--- src/hw/rtl/pcx_rle_pkg.sv ---
// ----------------------------------------------------------------------------
// PCX RLE decoder package
// Types and constants shared by the decoder's front end, queue and back end.
// ----------------------------------------------------------------------------
package pcx_rle_pkg;

    localparam logic [7:0] HDR_LEN_M1  = 8'd127;
    localparam logic [7:0] PCX_MAKER   = 8'd10;
    localparam logic [7:0] PIX_BITS    = 8'd8;
    localparam logic [7:0] ONE_PLANE   = 8'd1;
    localparam logic [1:0] RUN_MARK    = 2'b11;

    localparam logic [7:0] OFS_MAKER   = 8'd0;
    localparam logic [7:0] OFS_ENCODE  = 8'd2;
    localparam logic [7:0] OFS_BPP     = 8'd3;
    localparam logic [7:0] OFS_XMIN_LO = 8'd4;
    localparam logic [7:0] OFS_XMIN_HI = 8'd5;
    localparam logic [7:0] OFS_YMIN_LO = 8'd6;
    localparam logic [7:0] OFS_YMIN_HI = 8'd7;
    localparam logic [7:0] OFS_XMAX_LO = 8'd8;
    localparam logic [7:0] OFS_XMAX_HI = 8'd9;
    localparam logic [7:0] OFS_YMAX_LO = 8'd10;
    localparam logic [7:0] OFS_YMAX_HI = 8'd11;
    localparam logic [7:0] OFS_PLANES  = 8'd65;

    localparam logic [1:0] ST_OK         = 2'd0;
    localparam logic [1:0] ST_BAD_HEADER = 2'd1;
    localparam logic [1:0] ST_SHORT      = 2'd2;

    localparam logic KIND_PIXEL  = 1'b0;
    localparam logic KIND_STATUS = 1'b1;

    typedef struct packed {
        logic [7:0] pixel;
        logic [5:0] count;
        logic       stat_en;
        logic [1:0] status;
    } t_cmd;

endpackage

--- src/hw/rtl/pcx_rle_front.sv ---
// ----------------------------------------------------------------------------
// PCX RLE decoder front end
// Parses the header, tracks the pixel budget and turns each byte that
// yields pixels, and the last byte, into a command for the back end.
// ----------------------------------------------------------------------------
module pcx_rle_front (
    input  logic                i_clk,
    input  logic                i_rst_n,
    input  logic                i_valid,
    input  logic [7:0]          i_file_byte,
    input  logic                i_last_byte,
    input  logic                i_q_full,
    output logic                o_q_push,
    output pcx_rle_pkg::t_cmd   o_q_cmd
);

    logic [7:0]  r_pos,  n_pos;
    logic        r_good, n_good;
    logic [15:0] r_xl, n_xl, r_yl, n_yl, r_xh, n_xh, r_yh, n_yh;
    logic [31:0] r_w, r_h, r_area;
    logic [31:0] r_left, n_left;
    logic        r_pend, n_pend;
    logic [5:0]  r_len,  n_len;

    logic        accept;
    logic [5:0]  cnt;
    logic [5:0]  run_cnt;
    logic [1:0]  st;

    assign accept = i_valid && !i_q_full;

    always_comb begin
        if ((r_left[31:6] == 26'd0) && (r_left[5:0] < r_len)) begin
            run_cnt = r_left[5:0];
        end else begin
            run_cnt = r_len;
        end
    end

    always_comb begin
        n_pos  = r_pos;
        n_good = r_good;
        n_xl   = r_xl;
        n_yl   = r_yl;
        n_xh   = r_xh;
        n_yh   = r_yh;
        n_left = r_left;
        n_pend = r_pend;
        n_len  = r_len;
        cnt    = 6'd0;
        st     = pcx_rle_pkg::ST_OK;
        if (!r_pos[7]) begin
            n_pos = r_pos + 8'd1;
            unique case (r_pos)
                pcx_rle_pkg::OFS_MAKER: begin
                    if (i_file_byte != pcx_rle_pkg::PCX_MAKER) n_good = 1'b0;
                end
                pcx_rle_pkg::OFS_ENCODE: begin
                    if (i_file_byte == 8'd0) n_good = 1'b0;
                end
                pcx_rle_pkg::OFS_BPP: begin
                    if (i_file_byte != pcx_rle_pkg::PIX_BITS) n_good = 1'b0;
                end
                pcx_rle_pkg::OFS_XMIN_LO: n_xl[7:0]  = i_file_byte;
                pcx_rle_pkg::OFS_XMIN_HI: n_xl[15:8] = i_file_byte;
                pcx_rle_pkg::OFS_YMIN_LO: n_yl[7:0]  = i_file_byte;
                pcx_rle_pkg::OFS_YMIN_HI: n_yl[15:8] = i_file_byte;
                pcx_rle_pkg::OFS_XMAX_LO: n_xh[7:0]  = i_file_byte;
                pcx_rle_pkg::OFS_XMAX_HI: n_xh[15:8] = i_file_byte;
                pcx_rle_pkg::OFS_YMAX_LO: n_yh[7:0]  = i_file_byte;
                pcx_rle_pkg::OFS_YMAX_HI: n_yh[15:8] = i_file_byte;
                pcx_rle_pkg::OFS_PLANES: begin
                    if (i_file_byte != pcx_rle_pkg::ONE_PLANE) n_good = 1'b0;
                end
                pcx_rle_pkg::HDR_LEN_M1: begin
                    n_good = r_good && !(r_xh < r_xl);
                    n_left = (r_good && !(r_xh < r_xl)) ? r_area : 32'd0;
                end
                default: begin
                end
            endcase
        end else if (r_good && (r_left != 32'd0)) begin
            if (r_pend) begin
                cnt    = run_cnt;
                n_left = r_left - {26'd0, run_cnt};
                n_pend = 1'b0;
                n_len  = 6'd0;
            end else if (i_file_byte[7:6] == pcx_rle_pkg::RUN_MARK) begin
                n_pend = 1'b1;
                n_len  = i_file_byte[5:0];
            end else begin
                cnt    = 6'd1;
                n_left = r_left - 32'd1;
            end
        end
        if (n_pos != 8'd128 || !n_good) begin
            st = pcx_rle_pkg::ST_BAD_HEADER;
        end else if (n_left != 32'd0) begin
            st = pcx_rle_pkg::ST_SHORT;
        end
        if (i_last_byte) begin
            n_pos  = 8'd0;
            n_good = 1'b1;
            n_xl   = 16'd0;
            n_yl   = 16'd0;
            n_xh   = 16'd0;
            n_yh   = 16'd0;
            n_left = 32'd0;
            n_pend = 1'b0;
            n_len  = 6'd0;
        end
    end

    assign o_q_push        = accept && ((cnt != 6'd0) || i_last_byte);
    assign o_q_cmd.pixel   = i_file_byte;
    assign o_q_cmd.count   = cnt;
    assign o_q_cmd.stat_en = i_last_byte;
    assign o_q_cmd.status  = st;

    always_ff @(posedge i_clk) begin
        if (!i_rst_n) begin
            r_pos  <= 8'd0;
            r_good <= 1'b1;
            r_xl   <= 16'd0;
            r_yl   <= 16'd0;
            r_xh   <= 16'd0;
            r_yh   <= 16'd0;
            r_left <= 32'd0;
            r_pend <= 1'b0;
            r_len  <= 6'd0;
        end else if (accept) begin
            r_pos  <= n_pos;
            r_good <= n_good;
            r_xl   <= n_xl;
            r_yl   <= n_yl;
            r_xh   <= n_xh;
            r_yh   <= n_yh;
            r_left <= n_left;
            r_pend <= n_pend;
            r_len  <= n_len;
        end
    end

    always_ff @(posedge i_clk) begin
        r_w    <= {16'd0, r_xh} + 32'd1 - {16'd0, r_xl};
        r_h    <= {16'd0, r_yh} + 32'd1 - {16'd0, r_yl};
        r_area <= r_w * r_h;
    end

endmodule

--- src/hw/rtl/pcx_rle_cmd_fifo.sv ---
// ----------------------------------------------------------------------------
// PCX RLE decoder command queue
// Small register queue that decouples the front end from the back end.
// ----------------------------------------------------------------------------
module pcx_rle_cmd_fifo #(
    parameter int DEPTH = 4
) (
    input  logic                i_clk,
    input  logic                i_rst_n,
    input  logic                i_push,
    input  pcx_rle_pkg::t_cmd   i_wdata,
    input  logic                i_pop,
    output logic                o_full,
    output logic                o_empty,
    output pcx_rle_pkg::t_cmd   o_rdata
);

    localparam int AW = (DEPTH > 1) ? $clog2(DEPTH) : 1;
    localparam int CW = $clog2(DEPTH + 1);

    pcx_rle_pkg::t_cmd r_mem [DEPTH];
    logic [AW-1:0]     r_wptr, r_rptr;
    logic [CW-1:0]     r_count;
    logic              do_push, do_pop;

    assign o_full  = (r_count == CW'(DEPTH));
    assign o_empty = (r_count == '0);
    assign do_push = i_push && !o_full;
    assign do_pop  = i_pop && !o_empty;
    assign o_rdata = r_mem[r_rptr];

    always_ff @(posedge i_clk) begin
        if (do_push) begin
            r_mem[r_wptr] <= i_wdata;
        end
    end

    always_ff @(posedge i_clk) begin
        if (!i_rst_n) begin
            r_wptr  <= '0;
            r_rptr  <= '0;
            r_count <= '0;
        end else begin
            if (do_push) begin
                r_wptr <= (r_wptr == AW'(DEPTH - 1)) ? '0 : r_wptr + AW'(1);
            end
            if (do_pop) begin
                r_rptr <= (r_rptr == AW'(DEPTH - 1)) ? '0 : r_rptr + AW'(1);
            end
            if (do_push && !do_pop) begin
                r_count <= r_count + CW'(1);
            end else if (do_pop && !do_push) begin
                r_count <= r_count - CW'(1);
            end
        end
    end

endmodule

--- src/hw/rtl/pcx_rle_back.sv ---
// ----------------------------------------------------------------------------
// PCX RLE decoder back end
// Expands queued commands into pixel beats and a closing status beat.
// ----------------------------------------------------------------------------
module pcx_rle_back (
    input  logic                i_clk,
    input  logic                i_rst_n,
    input  logic                i_q_empty,
    input  pcx_rle_pkg::t_cmd   i_q_cmd,
    output logic                o_q_pop,
    input  logic                i_pop,
    output logic                o_empty,
    output logic                o_kind,
    output logic [7:0]          o_pixel,
    output logic [1:0]          o_status,
    output logic                o_last
);

    logic [5:0] r_sent;
    logic       r_ovalid;
    logic       r_kind;
    logic [7:0] r_pixel;
    logic [1:0] r_status;
    logic       r_last;

    logic       advance;
    logic [5:0] remaining;
    logic       is_pixel;
    logic       finish;

    assign advance   = !r_ovalid || i_pop;
    assign remaining = i_q_cmd.count - r_sent;
    assign is_pixel  = (remaining != 6'd0);
    assign finish    = !is_pixel || ((remaining == 6'd1) && !i_q_cmd.stat_en);
    assign o_q_pop   = advance && !i_q_empty && finish;

    assign o_empty  = !r_ovalid;
    assign o_kind   = r_kind;
    assign o_pixel  = r_pixel;
    assign o_status = r_status;
    assign o_last   = r_last;

    always_ff @(posedge i_clk) begin
        if (!i_rst_n) begin
            r_sent   <= 6'd0;
            r_ovalid <= 1'b0;
        end else if (advance) begin
            r_ovalid <= !i_q_empty;
            if (!i_q_empty) begin
                r_sent <= finish ? 6'd0 : r_sent + 6'd1;
            end
        end
    end

    always_ff @(posedge i_clk) begin
        if (advance && !i_q_empty) begin
            r_last <= finish;
            if (is_pixel) begin
                r_kind   <= pcx_rle_pkg::KIND_PIXEL;
                r_pixel  <= i_q_cmd.pixel;
                r_status <= pcx_rle_pkg::ST_OK;
            end else begin
                r_kind   <= pcx_rle_pkg::KIND_STATUS;
                r_pixel  <= 8'd0;
                r_status <= i_q_cmd.status;
            end
        end
    end

endmodule

--- src/hw/rtl/pcx_rle_decoder.sv ---
// ----------------------------------------------------------------------------
// PCX RLE decoder
// Streaming decoder for 8-bit single-plane PCX images.
// ----------------------------------------------------------------------------
// Bytes of a PCX file enter on the input queue port (push/full), header
// first, with i_last_byte set on the final byte. The front end checks the
// 128-byte header, keeps the remaining pixel count and queues one command
// per byte that yields results. The back end expands commands into beats on
// the result queue port (empty/pop): one beat per pixel, and on the last
// byte a status beat (ok, bad header, data ended early) with o_last set.
// A byte is taken every cycle while the command queue has room. A literal
// pixel is written to the command queue and then to the back end's output
// register. The back end makes one beat per cycle while its output is
// free or popped, so n pixels of a run give n beats; the front end stalls
// once QUEUE_DEPTH commands wait. While pop is low the result beat holds
// and the queue fills, then full rises. Reset empties both sides and starts
// a new file; an accepted last byte also restarts the parser.
// ----------------------------------------------------------------------------
module pcx_rle_decoder #(
    parameter int QUEUE_DEPTH = 4
) (
    input  logic       i_clk,
    input  logic       i_rst_n,
    input  logic       push,
    output logic       full,
    input  logic [7:0] i_file_byte,
    input  logic       i_last_byte,
    output logic       empty,
    input  logic       pop,
    output logic       o_kind,
    output logic [7:0] o_pixel,
    output logic [1:0] o_status,
    output logic       o_last
);

    logic              q_full, q_empty, q_push, q_pop;
    pcx_rle_pkg::t_cmd q_wdata, q_rdata;

    assign full = q_full;

    pcx_rle_front u_front (
        .i_clk       (i_clk),
        .i_rst_n     (i_rst_n),
        .i_valid     (push),
        .i_file_byte (i_file_byte),
        .i_last_byte (i_last_byte),
        .i_q_full    (q_full),
        .o_q_push    (q_push),
        .o_q_cmd     (q_wdata)
    );

    pcx_rle_cmd_fifo #(
        .DEPTH (QUEUE_DEPTH)
    ) u_fifo (
        .i_clk   (i_clk),
        .i_rst_n (i_rst_n),
        .i_push  (q_push),
        .i_wdata (q_wdata),
        .i_pop   (q_pop),
        .o_full  (q_full),
        .o_empty (q_empty),
        .o_rdata (q_rdata)
    );

    pcx_rle_back u_back (
        .i_clk     (i_clk),
        .i_rst_n   (i_rst_n),
        .i_q_empty (q_empty),
        .i_q_cmd   (q_rdata),
        .o_q_pop   (q_pop),
        .i_pop     (pop),
        .o_empty   (empty),
        .o_kind    (o_kind),
        .o_pixel   (o_pixel),
        .o_status  (o_status),
        .o_last    (o_last)
    );

endmodule

--- config.mk ---
export PLATFORM = sky130hd
export DESIGN_NAME = pcx_rle_decoder
export DESIGN_NICKNAME = d
export VERILOG_FILES = /design/src/hw/rtl/pcx_rle_pkg.sv /design/src/hw/rtl/pcx_rle_front.sv /design/src/hw/rtl/pcx_rle_cmd_fifo.sv /design/src/hw/rtl/pcx_rle_back.sv /design/src/hw/rtl/pcx_rle_decoder.sv
export SDC_FILE = /design/constraint.sdc
export NUM_CORES = 1
export LEC_CHECK = 0
export BUFFER_PORTS_ARGS = -buffer_cell sky130_fd_sc_hd__buf_2
export CORE_UTILIZATION = 65
export CTS_CLUSTER_SIZE = 24
export DETAILED_ROUTE_END_ITERATION = 10
export GPL_TIMING_DRIVEN = 1
export MAX_ROUTING_LAYER = met4
export PLACE_DENSITY = 0.82
export SLEW_MARGIN = 20
export SYNTH_ARGS = -nofsm -noshare
export SYNTH_HDL_FRONTEND = slang
export SYNTH_SLANG_ARGS = --single-unit
--- constraint.sdc ---
create_clock -name i_clk -period 8 [get_ports i_clk]
set_input_delay 1.6 -clock i_clk [delete_from_list [all_inputs] [get_ports i_clk]]
set_output_delay 1.6 -clock i_clk [all_outputs]
set_load 0.01 [all_outputs]
==> key figures <==
Outcome
  • Status: completed

STA
  • Final min period: 7580 ps
  • Period utilisation layout: 94.7%
  • Total negative slack: 0 ps
  • Setup Skew: 34.1 ps
  • Setup Viol. Count Final: 0
  • Slew margin rel.: 24.8%
  • Unrepaired setup endpoints after global routing: false
  • Final Hold Viols: 0
  • Max Freq: 132 MHz
  • Max Slew Vio Count: 0
  • Slew of the pin with the lowest slew margin: 1130 ps
  • Final Worst Setup Slack: 422 ps

Yosys
  • Synthesized area: 30800 um^2
  • Syn avg cell area: 9.47 um^2
  • FFs w/ async S/R, synth: 0%
  • Synthesized Nets: 3884
  • Sequential share of the synthesized area: 22.3%
  • Post-synth cell types: 74
  • EDFF count, synth: 80
  • Ys Warns: 0
  • FF+latch count, synth: 304
  • Instance count of the mapped netlist: 3256
  • Synth Flop Type: dfxtp_1

Place
  • DP HPWL: 59500 um
  • Place WS: 571 ps
  • IO Port Bufs: 26
  • Placed insts: 3760
  • Final Wtd Congestion: 0.961

Critical path
  • R2r endpoint: u_front.r_area[31]$_DFF_P_
  • Slowest stage delay, CP: 1050 ps
  • RR Startpoint: u_front.r_w[10]$_DFF_P_
  • CP cell instances: and2_1 > fa_1 > inv_1 > fa_1 > fa_1 > fa_1 > inv_1 > ha_1 > ha_1 > fa_1 > fa_1 > ha_1 > and3_1 > a221oi_1 > a311o_1 > nor2_1 > a211o_1 > o21a_1 > a211oi_1 > a21oi_1 > xnor2_1
  • Top cell by count, worst path: fa_1
  • Worst Path Max Fanout: 22
  • Type of origin of the critical path: flip-flop
  • Worst path arrival time: 8000 ps
  • Slowest-stage cell, CP: dfxtp_1
  • R2R setup slack: 420 ps
  • CP Capture Type: flip-flop
  • Worst EP required: 8420 ps
  • Setup CP Type: flip-flop to flip-flop
  • Cells on worst reg2reg path: 21

Final layout
  • Area grow syn2layout: 5.60%
  • Final std cells w/o fill: 3823
  • Layout cell share with drive strength beyond 1: 4.45%
  • Final core utilization: 69.8%
  • Nets: 3818
  • Fillers: 3412

Clocking
  • CTS tree: built
  • Clk_lat worst skew: 570 ps
  • # hold bufs at CTS: 0
  • H-tree depth: 2
  • Post-cts sizing count: 0
  • Register clock-pin slew on the reported worst setup and hold paths: 60 ps
  • Bufs on Longest Clock Path: 3
  • Total CTS buffers: 34
  • Post-CTS Repair Setup Buffers: 0
  • CTS root buf: clkbuf_16
  • Clk sinks: 304

Die
  • IO Count: 27
  • Row cnt: 79
  • Total core area: 46700 um^2
  • Die area: 48300 um^2
  • Die height: 220 um
  • Die W: 220 um
  • Starting density of the core: 66.1%

Detailed routing
  • Routed WL: 77500 um
  • Initial drt markers: 2040
  • DRT Pass-1 Iters: 6
  • DRT antenna net count: 0
  • Via density: 6.04
  • DRC: 0
  • Via Count: 23.1k
  • Avg WL per Cell: 20.3 um

Hold path
  • Worst Hold End: u_fifo.r_wptr[1]$_SDFFE_PN0P_
  • Min-Delay Path Class: flip-flop to flip-flop
  • Hold Crit Depth: 2
  • Hold Startpoint: u_fifo.r_wptr[1]$_SDFFE_PN0P_

Global routing
  • Initial antenna violation count: 1
  • All-Layer GR Usage: 34.4%
  • GRT overflow: 0
  • Largest net degree at the start of global routing: 125
  • First-pass GRT wire length: 126000 um
  • Number of global-route vias before repair: 24.2k

Flow run
  • Max cap viols: 0
-- stage by stage --
step           cell area [um^2]  hold WS, ps
6_report                  32600          515
3_3_place_gp              31300          476
4_1_cts                   32500          515
2_1_floorplan             30800          468
3_5_place_dp              31300          505
5_1_grt                   32600          535
-- state kept, by name, summed over array words and instances, names as in the netlist, 2 cells and up, named ones only --
register,cells
u_front.r_yl,16
u_fifo.r_rptr,2
u_front.r_h,32
u_fifo.r_wptr,2
u_front.r_pos,8
u_front.r_xl,16
u_fifo.r_count,3
u_fifo.r_mem,68
u_front.r_yh,16
u_back.o_pixel,8
u_front.r_left,32
u_front.r_area,32
u_back.o_status,2
u_front.r_w,32
u_front.r_xh,16
u_front.r_len,6
u_back.r_sent,6
-- cells in the mapped netlist (22+ instances only) --
cell type,count,area share [%]
and2_1,338,6.9
edfxtp_1,80,7.8
xnor2_1,124,3.5
nand3_1,48,0.78
nor2b_1,134,2.7
a211oi_1,22,0.54
xor2_1,41,1.2
o21ai_0,63,1.0
nand2_1,300,3.7
clkbuf_1,141,1.7
inv_1,464,5.6
a21oi_1,86,1.4
ha_1,202,8.2
nor3_1,54,0.88
nor2_1,116,1.4
mux2i_1,74,2.4
fa_1,413,27
dfxtp_1,224,15
a21o_1,28,0.68
-- layout by cell type, fill, tap and decap left out, types with 80 or more instances in the layout --
| cell | synthesis | final |
|---|---|---|
| a21oi_1 | 86 | 86 |
| and2_1 | 338 | 338 |
| dfxtp_1 | 224 | 223 |
| edfxtp_1 | 80 | 80 |
| fa_1 | 413 | 413 |
| ha_1 | 202 | 202 |
| inv_1 | 464 | 464 |
| nand2_1 | 300 | 300 |
| nor2_1 | 116 | 116 |
| nor2b_1 | 134 | 134 |
| xnor2_1 | 124 | 124 |
-- worst max path at each step --
stage | startpoint | endpoint | slack (ps) | cells past startpoint
after floorplan | u_front.r_w[12]$_DFF_P_ | u_front.r_area[31]$_DFF_P_ | 1320 | 24
after detailed placement | u_front.r_w[10]$_DFF_P_ | u_front.r_area[31]$_DFF_P_ | 570 | 21
final | u_front.r_w[10]$_DFF_P_ | u_front.r_area[31]$_DFF_P_ | 420 | 21
after global placement | u_front.r_h[5]$_DFF_P_ | u_front.r_area[31]$_DFF_P_ | 800 | 22
after CTS | u_front.r_w[10]$_DFF_P_ | u_front.r_area[31]$_DFF_P_ | 570 | 21
after global routing | u_front.r_w[10]$_DFF_P_ | u_front.r_area[31]$_DFF_P_ | 150 | 21
-- critical path, delay by kind of cell, from the launching register on --
| family | cells | cell delay [ps] |
|---|---|---|
| AOI/OAI and AO/OA | 6 | 1790 |
| xor gates and xnor gates | 1 | 140 |
| adders and majority gates | 9 | 3750 |
| buffers and inverters | 2 | 120 |
| DFF | 1 | 1050 |
| and+or+nand+nor | 3 | 600 |
-- metal layers --
metal | vias to the layer above | part of all wire, % | GRT usage [%]
met1 | 11502 | 40 | 43.1
met2 | 1074 | 48 | 55.8
met3 | 229 | 8.7 | 6.49
li1 | 10293 | - | -
met4 | 0 | 3.5 | 12.3
met5 | - | 0 | -
-- area by class of cell --
type	count	area [um^2]	area share, %
Multi-Input combinational cell	2329	21600	66.3
Sequential cell	304	6890	21.1
Inverter	464	1740	5.35
Clock buffer	42	921	2.83
Tap cell	607	759	2.33
Timing Repair Buffer	57	383	1.18
Clock inverter	19	280	0.861
Antenna cell	1	2.50	0.00768
-- cells by family after synthesis --
family | after synthesis | share of synthesized area [%]
multiplexers | 92 | 3.69
adder cells (fa/ha/maj) | 615 | 35.0
flip-flops | 304 | 22.3
AND/OR/NAND/NOR | 1103 | 18.8
buffers and inverters | 623 | 7.66
AO/OA/AOI/OAI | 354 | 7.83
XOR/XNOR | 165 | 4.69
Power is left out: the tool's default activity adds up to more than one toggle a clock period on the data nets, which glitch-free logic cannot reach.
